[config.mk]
export PLATFORM = sky130hd
export DESIGN_NAME = paced_scancode_queue
export DESIGN_NICKNAME = d
export VERILOG_FILES = /design/src/rtl/core/psq_pkg.sv /design/src/rtl/core/psq_cell.sv /design/src/rtl/core/paced_scancode_queue.sv
export SDC_FILE = /design/constraint.sdc
export NUM_CORES = 1
export LEC_CHECK = 0
export ABC_AREA = 1
export BUFFER_PORTS_ARGS = -buffer_cell sky130_fd_sc_hd__buf_4
export CAP_MARGIN = 20
export CORE_ASPECT_RATIO = 1.5
export CORE_MARGIN = 5
export CORE_UTILIZATION = 25
export DETAILED_ROUTE_END_ITERATION = 7
export PLACE_DENSITY = 0.37
export SYNTH_ARGS = -nofsm -noshare
export SYNTH_HDL_FRONTEND = slang
export SYNTH_SLANG_ARGS = --single-unit
[constraint.sdc]
create_clock -name clk_i -period 2.35 [get_ports clk_i]
set_input_delay 0.235 -clock clk_i [delete_from_list [all_inputs] [get_ports clk_i]]
set_output_delay 0.235 -clock clk_i [all_outputs]
set_load 0.01 [all_outputs]
[src/rtl/core/psq_pkg.sv]
`timescale 1ns / 1ps
// Shared types, codes and constants for the paced scancode queue.
// No dependencies; used by psq_cell and paced_scancode_queue.
package psq_pkg;

  // One scancode
  typedef logic [7:0] code_t;

  // Input command codes
  typedef enum logic {
    CmdPush = 1'b0,
    CmdTick = 1'b1
  } cmd_e;

  // Configuration register indexes
  localparam int unsigned CfgIdxWidth = 8;
  localparam logic [CfgIdxWidth-1:0] CfgPacingLines = 8'd0;
  localparam logic [CfgIdxWidth-1:0] CfgNullCode    = 8'd1;

  // Reset contents: two preloaded codes and the pacing defaults
  localparam code_t PreloadCode0 = 8'hFD;
  localparam code_t PreloadCode1 = 8'hFE;
  localparam code_t EmptyCode    = 8'h00;
  localparam code_t PacingReset  = 8'd10;
  localparam code_t NullReset    = 8'hFF;

  // Per-cycle control seen by every cell of the queue
  typedef struct packed {
    logic shift;  // pop: every cell takes its upstream neighbor's contents
    logic load;   // push: the first empty cell captures the key byte
  } cell_ctrl_t;

  // Serial-port encoding: rotate left by one, then invert
  function automatic code_t serial_encode(code_t code);
    serial_encode = ~{code[6:0], code[7]};
  endfunction

endpackage

[src/rtl/core/psq_cell.sv]
`timescale 1ns / 1ps
// One storage cell of the shifting scancode queue.
// Depends on psq_pkg for the code and control types.
module psq_cell #(
  parameter logic           INIT_VALID = 1'b0,
  parameter psq_pkg::code_t INIT_CODE  = 8'h00
) (
  input  logic                 clk_i,
  input  logic                 rst_ni,
  input  psq_pkg::cell_ctrl_t  ctrl_i,
  input  logic                 prev_valid_i,  // cell nearer the head
  input  logic                 next_valid_i,  // cell nearer the tail
  input  psq_pkg::code_t       next_code_i,
  input  psq_pkg::code_t       key_i,
  output logic                 valid_o,
  output psq_pkg::code_t       code_o
);

  logic           valid_q, valid_d;
  psq_pkg::code_t code_q, code_d;

  // Pop moves the tail neighbor in; push fills the first hole
  always_comb begin
    valid_d = valid_q;
    code_d  = code_q;
    if (ctrl_i.shift) begin
      valid_d = next_valid_i;
      code_d  = next_code_i;
    end else if (ctrl_i.load && !valid_q && prev_valid_i) begin
      valid_d = 1'b1;
      code_d  = key_i;
    end
  end

  always_ff @(posedge clk_i or negedge rst_ni) begin
    if (!rst_ni) begin
      valid_q <= INIT_VALID;
      code_q  <= INIT_CODE;
    end else begin
      valid_q <= valid_d;
      code_q  <= code_d;
    end
  end

  assign valid_o = valid_q;
  assign code_o  = code_q;

endmodule

[src/rtl/core/paced_scancode_queue.sv]
`timescale 1ns / 1ps
// Top level of the paced scancode queue: cell chain, pacing counter, output register.
// Depends on psq_pkg and psq_cell.

// Keyboard scancode queue with paced delivery. A push (cmd 0) appends key_byte to a
// queue of QUEUE_DEPTH codes; a push into a full queue is dropped. A line tick (cmd 1)
// does nothing on an empty queue; otherwise it counts the wait counter down, and when
// the counter is at one or zero it reloads from pacing_lines and pops the head code.
// A popped code equal to null_code is discarded; any other one is delivered once with
// serial_byte = ~rotl1(raw_code). After reset the queue holds 0xFD then 0xFE, and
// pacing_lines = 10, null_code = 0xFF. The queue is a row of cells that all shift one
// place toward the head on a pop, so the head code is always in the first cell and
// every item completes in the cycle it is accepted: one item per clock, with the result
// in the output register on the next cycle. Input transfers stall only while a result
// waits in that register and out_ready_i is low. Configuration writes are always taken.
module paced_scancode_queue #(
  parameter int unsigned QUEUE_DEPTH = 64
) (
  input  logic                           clk_i,
  input  logic                           rst_ni,
  // configuration writes
  input  logic                           cfg_valid_i,
  output logic                           cfg_ready_o,
  input  logic [psq_pkg::CfgIdxWidth-1:0] cfg_index_i,
  input  logic [7:0]                     cfg_data_i,
  // input items
  input  logic                           in_valid_i,
  output logic                           in_ready_o,
  input  logic                           cmd_i,
  input  logic [7:0]                     key_byte_i,
  // results
  output logic                           out_valid_o,
  input  logic                           out_ready_i,
  output logic [7:0]                     serial_byte_o,
  output logic [7:0]                     raw_code_o
);

  logic                 cell_valid [QUEUE_DEPTH+1];
  psq_pkg::code_t       cell_code  [QUEUE_DEPTH+1];
  psq_pkg::cell_ctrl_t  cell_ctrl;

  psq_pkg::code_t pacing_q, pacing_d;
  psq_pkg::code_t null_q, null_d;
  psq_pkg::code_t wait_q, wait_d;
  logic           out_valid_q, out_valid_d;
  psq_pkg::code_t serial_q, serial_d;
  psq_pkg::code_t raw_q, raw_d;

  logic in_xfer, is_tick, has_code, pop_due, emit;

  // Handshakes
  assign cfg_ready_o = 1'b1;
  assign in_ready_o  = !out_valid_q || out_ready_i;
  assign in_xfer     = in_valid_i && in_ready_o;

  // Decode the accepted item
  assign is_tick  = (psq_pkg::cmd_e'(cmd_i) == psq_pkg::CmdTick);
  assign has_code = cell_valid[0];
  assign pop_due  = in_xfer && is_tick && has_code && (wait_q <= 8'd1);
  assign emit     = pop_due && (cell_code[0] != null_q);

  assign cell_ctrl.shift = pop_due;
  assign cell_ctrl.load  = in_xfer && (psq_pkg::cmd_e'(cmd_i) == psq_pkg::CmdPush);

  // Past the tail: an always-empty position
  assign cell_valid[QUEUE_DEPTH] = 1'b0;
  assign cell_code[QUEUE_DEPTH]  = psq_pkg::EmptyCode;

  // Cell chain, head at position 0
  for (genvar i = 0; i < QUEUE_DEPTH; i++) begin : g_cell
    localparam logic           InitValid = (i < 2);
    localparam psq_pkg::code_t InitCode  = (i == 0) ? psq_pkg::PreloadCode0 :
                                           (i == 1) ? psq_pkg::PreloadCode1 :
                                                      psq_pkg::EmptyCode;
    logic prev_valid;
    if (i == 0) begin : g_head
      assign prev_valid = 1'b1;
    end else begin : g_body
      assign prev_valid = cell_valid[i-1];
    end

    psq_cell #(
      .INIT_VALID (InitValid),
      .INIT_CODE  (InitCode)
    ) u_cell (
      .clk_i        (clk_i),
      .rst_ni       (rst_ni),
      .ctrl_i       (cell_ctrl),
      .prev_valid_i (prev_valid),
      .next_valid_i (cell_valid[i+1]),
      .next_code_i  (cell_code[i+1]),
      .key_i        (key_byte_i),
      .valid_o      (cell_valid[i]),
      .code_o       (cell_code[i])
    );
  end

  // Configuration registers; unknown indexes are ignored
  always_comb begin
    pacing_d = pacing_q;
    null_d   = null_q;
    if (cfg_valid_i && cfg_ready_o) begin
      case (cfg_index_i)
        psq_pkg::CfgPacingLines: pacing_d = cfg_data_i;
        psq_pkg::CfgNullCode:    null_d   = cfg_data_i;
        default: ;
      endcase
    end
  end

  // Wait counter: counts down per tick while the queue holds a code, reloads on a pop
  always_comb begin
    wait_d = wait_q;
    if (in_xfer && is_tick && has_code) begin
      wait_d = (wait_q > 8'd1) ? wait_q - 8'd1 : pacing_q;
    end
  end

  // Output register
  always_comb begin
    out_valid_d = out_valid_q && !out_ready_i;
    serial_d    = serial_q;
    raw_d       = raw_q;
    if (emit) begin
      out_valid_d = 1'b1;
      serial_d    = psq_pkg::serial_encode(cell_code[0]);
      raw_d       = cell_code[0];
    end
  end

  always_ff @(posedge clk_i or negedge rst_ni) begin
    if (!rst_ni) begin
      pacing_q    <= psq_pkg::PacingReset;
      null_q      <= psq_pkg::NullReset;
      wait_q      <= psq_pkg::PacingReset;
      out_valid_q <= 1'b0;
    end else begin
      pacing_q    <= pacing_d;
      null_q      <= null_d;
      wait_q      <= wait_d;
      out_valid_q <= out_valid_d;
    end
  end

  // Result payload
  always_ff @(posedge clk_i) begin
    serial_q <= serial_d;
    raw_q    <= raw_d;
  end

  assign out_valid_o   = out_valid_q;
  assign serial_byte_o = serial_q;
  assign raw_code_o    = raw_q;

endmodule

==> impl_metrics.env, run 1 <==
export IMPL_yosysWarningCount=0
export IMPL_power_internal_mw=25.49
export IMPL_synth_edf_count=16
export IMPL_path_clk_slew_ns=0.06
export IMPL_grt_pass1_wl_um=147700
export IMPL_synth_area_mm2=0.02915
export IMPL_synth_top_cell_area_share=0.4919
export IMPL_peakVddDrop_v=0.0005827
export IMPL_p_leak_nw=15.93
export IMPL_timing_rr_start="wait_q[1]"
export IMPL_cts_tree="yes"
export IMPL_nNetsFinal=3696
export IMPL_syn_to_final_growth_pct=18.64
export IMPL_status="complete, no violations"
export IMPL_drv_slew=0
export IMPL_core_area_mm2=0.1158
export IMPL_p_sw_frac=0.3315
export IMPL_mappedNetlistNets=3654
export IMPL_hold_path_class="in -> async"
export IMPL_final_cell_area_mm2=0.03458
export IMPL_ys_ff_latch=617
export IMPL_synth_area_leaders="dfrtp_1 (49%), nand3_1 (26%), nand2_1 (9.4%)"
export IMPL_tightest_slew_ns=0.6693
export IMPL_postCtsHoldBufs=14
export IMPL_r2r_cells=13
export IMPL_post_drt_wl_per_cell_um=17.17
export IMPL_drc=0
export IMPL_r2r_end="g_cell[25].u_cell.valid_o"
export IMPL_critPathCaptureType="flop"
export IMPL_synth_top_area_cell="dfrtp_1"
export IMPL_die_height_um=428.2
export IMPL_syn_avg_cell_area_um2=8.048
export IMPL_drive_above_1_share=0.09596
export IMPL_cellPowerDensity_mw_per_mm2=1103
export IMPL_pwr_share_comb=0.241
export IMPL_arrival_ns=2.68
export IMPL_floorplan_die_width_um=288.8
export IMPL_yosysUniqueCellTypes=25
export IMPL_synth_ff_type="dfrtp_1"
export IMPL_io_buffers=47
export IMPL_initial_core_util=0.2517
export IMPL_async_flop_share=0.9741
export IMPL_instances_no_fill=5261
export IMPL_numClockSinks=617
export IMPL_worstSkewPairLatency_ns=0.64
export IMPL_finalClockSkew_ns=0.02268
export IMPL_synthCells=3622
export IMPL_pwr_share_clk=0.287
export IMPL_layout_commonest_cell="nand3_1"
export IMPL_grt_max_degree=156
export IMPL_grt_pass1_vias=25810
export IMPL_cap_viol_max_count=0
export IMPL_crit_fanout=39
export IMPL_timing_worst_setup_path_type="reg -> reg"
export IMPL_period_needed_ns=2.164
export IMPL_finalSetupViolCount=0
export IMPL_dr_total_vias=24880
export IMPL_numCtsBuffers=69
export IMPL_drt_total_wl_um=90330
export IMPL_cp_required_ns=2.87
export IMPL_drt_first_pass_iters=5
export IMPL_cts_max_path_buffers=3
export IMPL_seq_power_share=0.472
export IMPL_cp_start_kind="flop"
export IMPL_place_congestion=0.7066
export IMPL_post_cts_setup_buffers=0
export IMPL_initialDrtViolationCount=1796
export IMPL_synth_seq_area_share=0.5336
export IMPL_cts_root_buf="clkbuf_16"
export IMPL_fmax_mhz=462.2
export IMPL_p_switching_mw=12.64
export IMPL_min_period_over_period=0.9207
export IMPL_die_area_mm2=0.1237
export IMPL_io_pins=49
export IMPL_layout_common_cells="nand3_1 (1540), nand2_1 (731), dfrtp_1 (573)"
export IMPL_dp_hpwl_um=58580
export IMPL_fin_setup_tns_ns=0
export IMPL_viasPerCell=4.730
export IMPL_rsz0062_at_grt="false"
export IMPL_antenna_found_initial=1
export IMPL_fp_row_count=153
export IMPL_final_antenna_net_count=0
export IMPL_r2r_slack_ns=0.19
export IMPL_dpl_cell_count=5129
export IMPL_hold_violations=0
export IMPL_cts_resized=0
export IMPL_maxSlewHeadroom=0.5521
export IMPL_placed_area_mm2=0.03224
export IMPL_grt_overflow=0
export IMPL_ctsHtreeMaxLevel=3
export IMPL_grt_usage=0.1464
## synthesized netlist by cell type (4+ instances only)
cell / instances
nand2_1: 731
nand3_1: 1540
xnor2_1: 5
a21oi_1: 4
buf_1: 9
inv_1: 130
dfstp_2: 28
o21ai_0: 23
buf_6: 13
nor2_1: 298
edfxtp_1: 16
dfrtp_1: 573
buf_2: 121
clkbuf_1: 111
## stage by stage
stage	power [mW]	util	hold slack, ns	setup slack, ns
final	38.13	0.2986	0.06964	0.1864
after global routing	41.18	0.2986	0.06105	0.02294
after CTS	38.98	0.2986	0.002318	0.1745
after detailed placement	27.59	0.2784	0.1446	0.2018
after global placement	27.50	0.2784	0.1497	0.1901
after floorplan	24.35	-	-0.06059	0.1262
## flip-flops by register name, summed over array words and instances (netlist names)
signal and flops:
null_q 8, pacing_q 8, g_cell.u_cell.valid_o 64, raw_code_o 8, g_cell.u_cell.code_o 512, serial_byte_o 8, wait_q 8, out_valid_o 1
## kinds of logic after synthesis
logic type	synth area share
other	0.0001286
DFF	0.5336
buffers and inverters	0.05863
xor gates and xnor gates	0.001502
and+or+nand+nor	0.4006
adders and majority gates	0.0008583
AOI/OAI and AO/OA	0.004636
## critical path, cell delays in order, from the launching register on
cell,delay [ns]
dfstp_2,0.53
inv_1,0.07
ha_1,0.21
inv_2,0.07
nand2_1,0.06
nand2_1,0.10
nor2_4,0.08
nand2_8,0.09
buf_12,0.18
buf_12,0.24
buf_4,0.19
nand2_1,0.05
nor2_1,0.09
nor2_1,0.05
## area by class of cell
type | count | area, µm²
Sequential cell | 617 | 15550
Clock inverter | 16 | 133.9
Inverter | 133 | 506.7
Clock buffer | 101 | 2069
Multi-Input combinational cell | 2617 | 11900
Fill cell | 12480 | 81230
Tap cell | 1550 | 1939
Antenna cell | 1 | 2.502
Timing Repair Buffer | 226 | 2477
## metal layers
metal  global-route usage  vias to the layer above  routed length [µm]
met5                    0                        -                   0
met4              0.03740                        0                1682
met3              0.01776                       97                2180
met2               0.2753                      284               48820
met1               0.1749                    12170               37640
li1                     -                    12340                   -
## power groups by stage
| stage | logic (mW) | clock network, mW | registers (mW) |
|---|---|---|---|
| 4_1_cts | 9.45 | 11.5 | 18.1 |
| 2_1_floorplan | 7.05 | 0 | 17.3 |
| 6_report | 9.19 | 10.9 | 18.0 |
| 3_3_place_gp | 9.26 | 0 | 18.2 |
| 3_5_place_dp | 9.37 | 0 | 18.2 |
| 5_1_grt | 10.8 | 11.8 | 18.6 |
## worst max-delay path by stage
| stage | start | end |
|---|---|---|
| after global routing | wait_q[1] | g_cell[61].u_cell.valid_o |
| after floorplan | wait_q[0] | raw_code_o[0] |
| after CTS | wait_q[1] | g_cell[19].u_cell.code_o[4] |
| after detailed placement | wait_q[1] | g_cell[24].u_cell.valid_o |
| final | wait_q[1] | g_cell[25].u_cell.valid_o |
| after global placement | wait_q[1] | g_cell[37].u_cell.code_o[3] |
(Power assumes the default switching activity.)
==> run 2: changes to the inputs <==
Settings changed: PLACE_DENSITY 0.37 to 0.36.
Clock period 2.35 ns to 2.7 ns, I/O delays scaled along.
==> impl_metrics.env, run 2 (same netlist as run 1, synthesis figures left out) <==
export IMPL_nNetsFinal=3609
export IMPL_hp_start="out_ready_i"
export IMPL_pwr_share_comb=0.232
export IMPL_syn_to_final_growth_pct=15.52
export IMPL_crit_fanout=122
export IMPL_peakVddDrop_v=0.0004498
export IMPL_instances_no_fill=5174
export IMPL_antenna_found_initial=0
export IMPL_post_drt_wl_per_cell_um=17.51
export IMPL_worstSkewPairLatency_ns=0.63
export IMPL_layout_common_cells="nand3_1 (1540), nand2_1 (731), dfrtp_1 (573)"
export IMPL_initialDrtViolationCount=1859
export IMPL_path_clk_slew_ns=0.06
export IMPL_numClockSinks=617
export IMPL_core_area_mm2=0.1158
export IMPL_status="complete, no violations"
export IMPL_dr_max_layer_used="met4"
export IMPL_cts_max_path_buffers=3
export IMPL_floorplan_die_width_um=288.8
export IMPL_drt_total_wl_um=90570
export IMPL_place_congestion=0.7187
export IMPL_io_pins=49
export IMPL_grt_usage=0.1460
export IMPL_drv_slew=0
export IMPL_dpl_cell_count=5046
export IMPL_layout_commonest_cell="nand3_1"
export IMPL_p_total_mw=33.22
export IMPL_drc=0
export IMPL_diodes=0
export IMPL_cp_start_kind="flop"
export IMPL_layout_setup_ws_ns=0.3024
export IMPL_grt_pass1_wl_um=147400
export IMPL_drt_first_pass_iters=5
export IMPL_period_needed_ns=2.398
export IMPL_viasPerCell=4.760
export IMPL_p_sw_frac=0.3322
export IMPL_post_cts_setup_buffers=0
export IMPL_maxSlewHeadroom=0.4999
export IMPL_fmax_mhz=417.1
export IMPL_post_place_ws_ns=0.2873
export IMPL_cp_startpoint="wait_q[0]"
export IMPL_min_period_over_period=0.8880
export IMPL_grt_pass1_vias=25230
export IMPL_initial_core_util=0.2517
export IMPL_final_antenna_net_count=0
export IMPL_fill_cells=12480
export IMPL_pwr_share_clk=0.294
export IMPL_ctsHtreeMaxLevel=3
export IMPL_die_height_um=428.2
export IMPL_p_switching_mw=11.04
export IMPL_rsz0062_at_grt="false"
export IMPL_io_buffers=47
export IMPL_p_leak_nw=15.41
export IMPL_seq_power_share=0.473
export IMPL_placed_area_mm2=0.03130
export IMPL_tightest_slew_ns=0.7501
export IMPL_cap_viol_max_count=0
export IMPL_fp_row_count=153
export IMPL_arrival_ns=2.96
export IMPL_timing_rr_start="wait_q[0]"
export IMPL_timing_worst_setup_path_type="reg -> reg"
export IMPL_fin_setup_tns_ns=0
export IMPL_grt_overflow=0
export IMPL_dr_wl_met2_um=48060
export IMPL_power_internal_mw=22.18
export IMPL_dr_total_vias=24630
export IMPL_grt_max_degree=173
export IMPL_cellPowerDensity_mw_per_mm2=986.5
export IMPL_cp_required_ns=3.27
export IMPL_wl_met3_um=2140
export IMPL_die_area_mm2=0.1237
export IMPL_largest_reg_flops=512
export IMPL_numCtsBuffers=70
export IMPL_finalSetupViolCount=0
export IMPL_cts_resized=0
export IMPL_wl_met1_um=38230
export IMPL_hold_violations=0
export IMPL_final_cell_area_mm2=0.03368
export IMPL_cts_root_buf="clkbuf_16"
export IMPL_critPathCaptureType="flop"
export IMPL_hold_path_class="in -> reg"
export IMPL_dp_hpwl_um=55720
export IMPL_cts_tree="yes"
export IMPL_drive_above_1_share=0.07533
export IMPL_finalClockSkew_ns=0.01760
-- run 2: cell types whose count changed in the layout (fill, tap and decap cells not counted), sizes merged --
cell         delta
buf            -83
inv             -1
dlygate4sd3     -5
clkinv          -7
clkbuf         +11
diode           -1
bufinv          -1
-- run 2: worst paths after layout --
path | to | slack (ns) | depth (start not counted)
setup / recovery | g_cell[47].u_cell.code_o[5] | 0.30 | 11
hold / removal | out_valid_o | 0.13 | 5
setup reg to reg | g_cell[47].u_cell.code_o[5] | 0.30 | 11
hold reg to reg | g_cell[54].u_cell.code_o[0] | 0.48 | 2
max in group asynchronous | g_cell[3].u_cell.valid_o | 1.66 | 4
min in group asynchronous | g_cell[59].u_cell.code_o[4] | 0.17 | 2
-- run 2: cell type report --
cell class / count / area [µm²] / area share
multi-input combinational: 2617 / 11900 / 0.3534
tap: 1550 / 1939 / 0.05759
clock buffer: 112 / 2223 / 0.06602
sequential: 617 / 15550 / 0.4619
timing repair buffer: 138 / 1491 / 0.04429
clock inverter: 7 / 60.06 / 0.001783
inverter: 133 / 506.7 / 0.01505
-- run 2: per-layer routing --
metal | global-route usage | vias to the layer above
met4 | 0.04370 | 0
met2 | 0.2681 | 260
met1 | 0.1782 | 12140
met5 | 0 | -
met3 | 0.01643 | 103
li1 | - | 12130
-- run 2: per-stage QoR --
step / hold WS (ns) / utilization
2_1_floorplan: -0.02559 / -
3_3_place_gp: 0.2446 / 0.2703
3_5_place_dp: 0.2491 / 0.2703
4_1_cts: 0.07012 / 0.2908
5_1_grt: 0.1373 / 0.2908
6_report: 0.1286 / 0.2908
-- run 2: worst max-delay path, cell delays in order (launching register included) --
cell and delay, ns:
dfrtp_1 0.39, inv_1 0.11, ha_1 0.19, inv_2 0.05, nand2_1 0.07, nand2_1 0.08
nor2_4 0.23, nand2_8 0.19, inv_8 0.13, buf_12 0.35, nand2_1 0.20, nand3_1 0.13
-- run 2: repair_timing --
action	4_1_cts	5_1_grt
hold buffers	9	0
endpoints found under the setup margin	0	0
hold endpoints to repair	230	0
-- run 2: power by group through the flow --
stage,Clock [mW],Sequential [mW],Combinational (mW)
2_1_floorplan,0,15.1,6.14
3_3_place_gp,0,15.9,7.84
3_5_place_dp,0,15.9,7.89
4_1_cts,10.2,15.8,7.95
5_1_grt,10.5,16.3,9.10
6_report,9.77,15.7,7.72
==> run 3: changes to the inputs <==
--- a/config.mk
+++ b/config.mk
@@ -13,2 +13,3 @@
 export CORE_UTILIZATION = 25
+export CTS_CLUSTER_DIAMETER = 200
 export DETAILED_ROUTE_END_ITERATION = 7
==> constraint.sdc (replaced) <==
create_clock -name clk_i -period 2.7 [get_ports clk_i]
set_input_delay 0.54 -clock clk_i [delete_from_list [all_inputs] [get_ports clk_i]]
set_output_delay 0.54 -clock clk_i [all_outputs]
set_load 0.01 [all_outputs]
==> impl_metrics.env, run 3 (same netlist as run 1, synthesis figures left out) <==
export IMPL_cp_start_kind="flop"
export IMPL_hold_worst_slack_ns=0.1420
export IMPL_hold_end="null_q[4]"
export IMPL_placed_area_mm2=0.03171
export IMPL_pwr_share_clk=0.282
export IMPL_post_drt_wl_per_cell_um=17.21
export IMPL_floorplan_die_width_um=288.8
export IMPL_initial_core_util=0.2517
export IMPL_ctsHtreeMaxLevel=3
export IMPL_p_leak_nw=15.51
export IMPL_p_sw_frac=0.3367
export IMPL_r2r_end="g_cell[26].u_cell.valid_o"
export IMPL_maxSlewHeadroom=0.5328
export IMPL_dr_total_vias=24490
export IMPL_worstSkewPairLatency_ns=0.64
export IMPL_core_area_mm2=0.1158
export IMPL_instances_no_fill=5205
export IMPL_fill_cells=12550
export IMPL_dpl_cell_count=5080
export IMPL_finalClockSkew_ns=0.03483
export IMPL_drive_above_1_share=0.08235
export IMPL_pwr_share_comb=0.239
export IMPL_multiInputGateArea_mm2=0.01190
export IMPL_fin_setup_tns_ns=0
export IMPL_grt_max_degree=102
export IMPL_finalSetupViolCount=0
export IMPL_path_clk_slew_ns=0.07
export IMPL_drt_first_pass_iters=5
export IMPL_numClockSinks=617
export IMPL_utilization=0.2922
export IMPL_final_cell_area_mm2=0.03385
export IMPL_die_height_um=428.2
export IMPL_io_pins=49
export IMPL_cts_resized=0
export IMPL_rsz0062_at_grt="false"
export IMPL_cts_tree="yes"
export IMPL_layout_setup_ws_ns=0.3604
export IMPL_cp_startpoint="wait_q[1]"
export IMPL_drt_total_wl_um=89570
export IMPL_p_switching_mw=11.02
export IMPL_io_buffers=47
export IMPL_syn_to_final_growth_pct=16.10
export IMPL_period_needed_ns=2.340
export IMPL_crit_fanout=87
export IMPL_timing_worst_setup_path_type="reg -> reg"
export IMPL_register_area_mm2=0.01555
export IMPL_numCtsBuffers=69
export IMPL_largest_reg_flops=512
export IMPL_drc=0
export IMPL_fmax_mhz=427.4
export IMPL_cp_required_ns=3.22
export IMPL_hold_violations=0
export IMPL_min_period_over_period=0.8665
export IMPL_status="complete, no violations"
export IMPL_seq_power_share=0.479
export IMPL_diodes=0
export IMPL_arrival_ns=2.86
export IMPL_nNetsFinal=3634
export IMPL_place_congestion=0.7192
export IMPL_antenna_found_initial=0
export IMPL_cts_root_buf="clkbuf_16"
export IMPL_cellPowerDensity_mw_per_mm2=967.2
export IMPL_initialDrtViolationCount=1734
export IMPL_grt_usage=0.1448
export IMPL_cap_viol_max_count=0
export IMPL_peakVddDrop_v=0.0004093
export IMPL_layout_common_cells="nand3_1 (1540), nand2_1 (731), dfrtp_1 (573)"
export IMPL_layout_commonest_cell="nand3_1"
export IMPL_p_total_mw=32.73
export IMPL_die_area_mm2=0.1237
export IMPL_grt_pass1_wl_um=146300
export IMPL_drv_slew=0
export IMPL_dp_hpwl_um=57200
export IMPL_final_antenna_net_count=0
export IMPL_post_place_ws_ns=0.3576
export IMPL_r2r_slack_ns=0.36
export IMPL_whs_path_depth=3
export IMPL_grt_pass1_vias=25100
export IMPL_hold_path_class="in -> reg"
export IMPL_critPathCaptureType="flop"
export IMPL_tightest_slew_ns=0.6982
export IMPL_timing_rr_start="wait_q[1]"
export IMPL_r2r_cells=12
export IMPL_hp_start="cfg_data_i[4]"
export IMPL_fp_row_count=153
export IMPL_grt_overflow=0
export IMPL_cts_max_path_buffers=3
export IMPL_viasPerCell=4.704
export IMPL_power_internal_mw=21.71
## run 3: cell type report
type | count | area share
flip-flops and latches | 617 | 0.4596
multi-input cells | 2617 | 0.3516
inverters | 133 | 0.01497
clock inverters | 17 | 0.003438
repair buffers | 164 | 0.05368
clock buffers | 107 | 0.05941
well taps | 1550 | 0.05730
## run 3: worst max-delay path by stage
stage	endpoint	slack, ns	cells after the start
2_1_floorplan	raw_code_o[0]	0.48	12
3_3_place_gp	g_cell[33].u_cell.code_o[2]	0.37	8
3_5_place_dp	g_cell[33].u_cell.code_o[5]	0.36	8
4_1_cts	serial_byte_o[7]	0.36	11
5_1_grt	g_cell[24].u_cell.code_o[3]	0.15	11
6_report	g_cell[26].u_cell.valid_o	0.36	12
## run 3: timing repair
item / CTS / global route
buffers inserted: 0 / 0
hold buffers: 1 / 0
hold endpoints to repair: 30 / 0
## run 3: worst max-delay path: stages, from the launching register on
cell and delay, ns:
dfstp_2 0.53, inv_1 0.07, ha_1 0.22, inv_2 0.07, nand2_1 0.06, nand2_1 0.10, nor2_4 0.08, nand2_8 0.12
buf_12 0.26, buf_12 0.33, nand2_1 0.09, nor2_1 0.10, nor2_1 0.05
## run 3: power by group through the flow
| stage | Combinational [mW] | Sequential [mW] | Clock [mW] |
|---|---|---|---|
| after floorplan | 6.14 | 15.1 | 0 |
| after global placement | 7.95 | 15.9 | 0 |
| after detailed placement | 7.99 | 15.9 | 0 |
| after CTS | 8.05 | 15.7 | 9.64 |
| after global routing | 9.21 | 16.2 | 9.99 |
| final | 7.82 | 15.7 | 9.24 |
## run 3: metal layers
metal | GRT usage | vias to the layer above | share of wire
met3 | 0.01701 | 94 | 0.025
met5 | 0 | - | 0
met4 | 0.04315 | 0 | 0.022
met2 | 0.2634 | 262 | 0.52
li1 | - | 12180 | -
met1 | 0.1786 | 11950 | 0.43
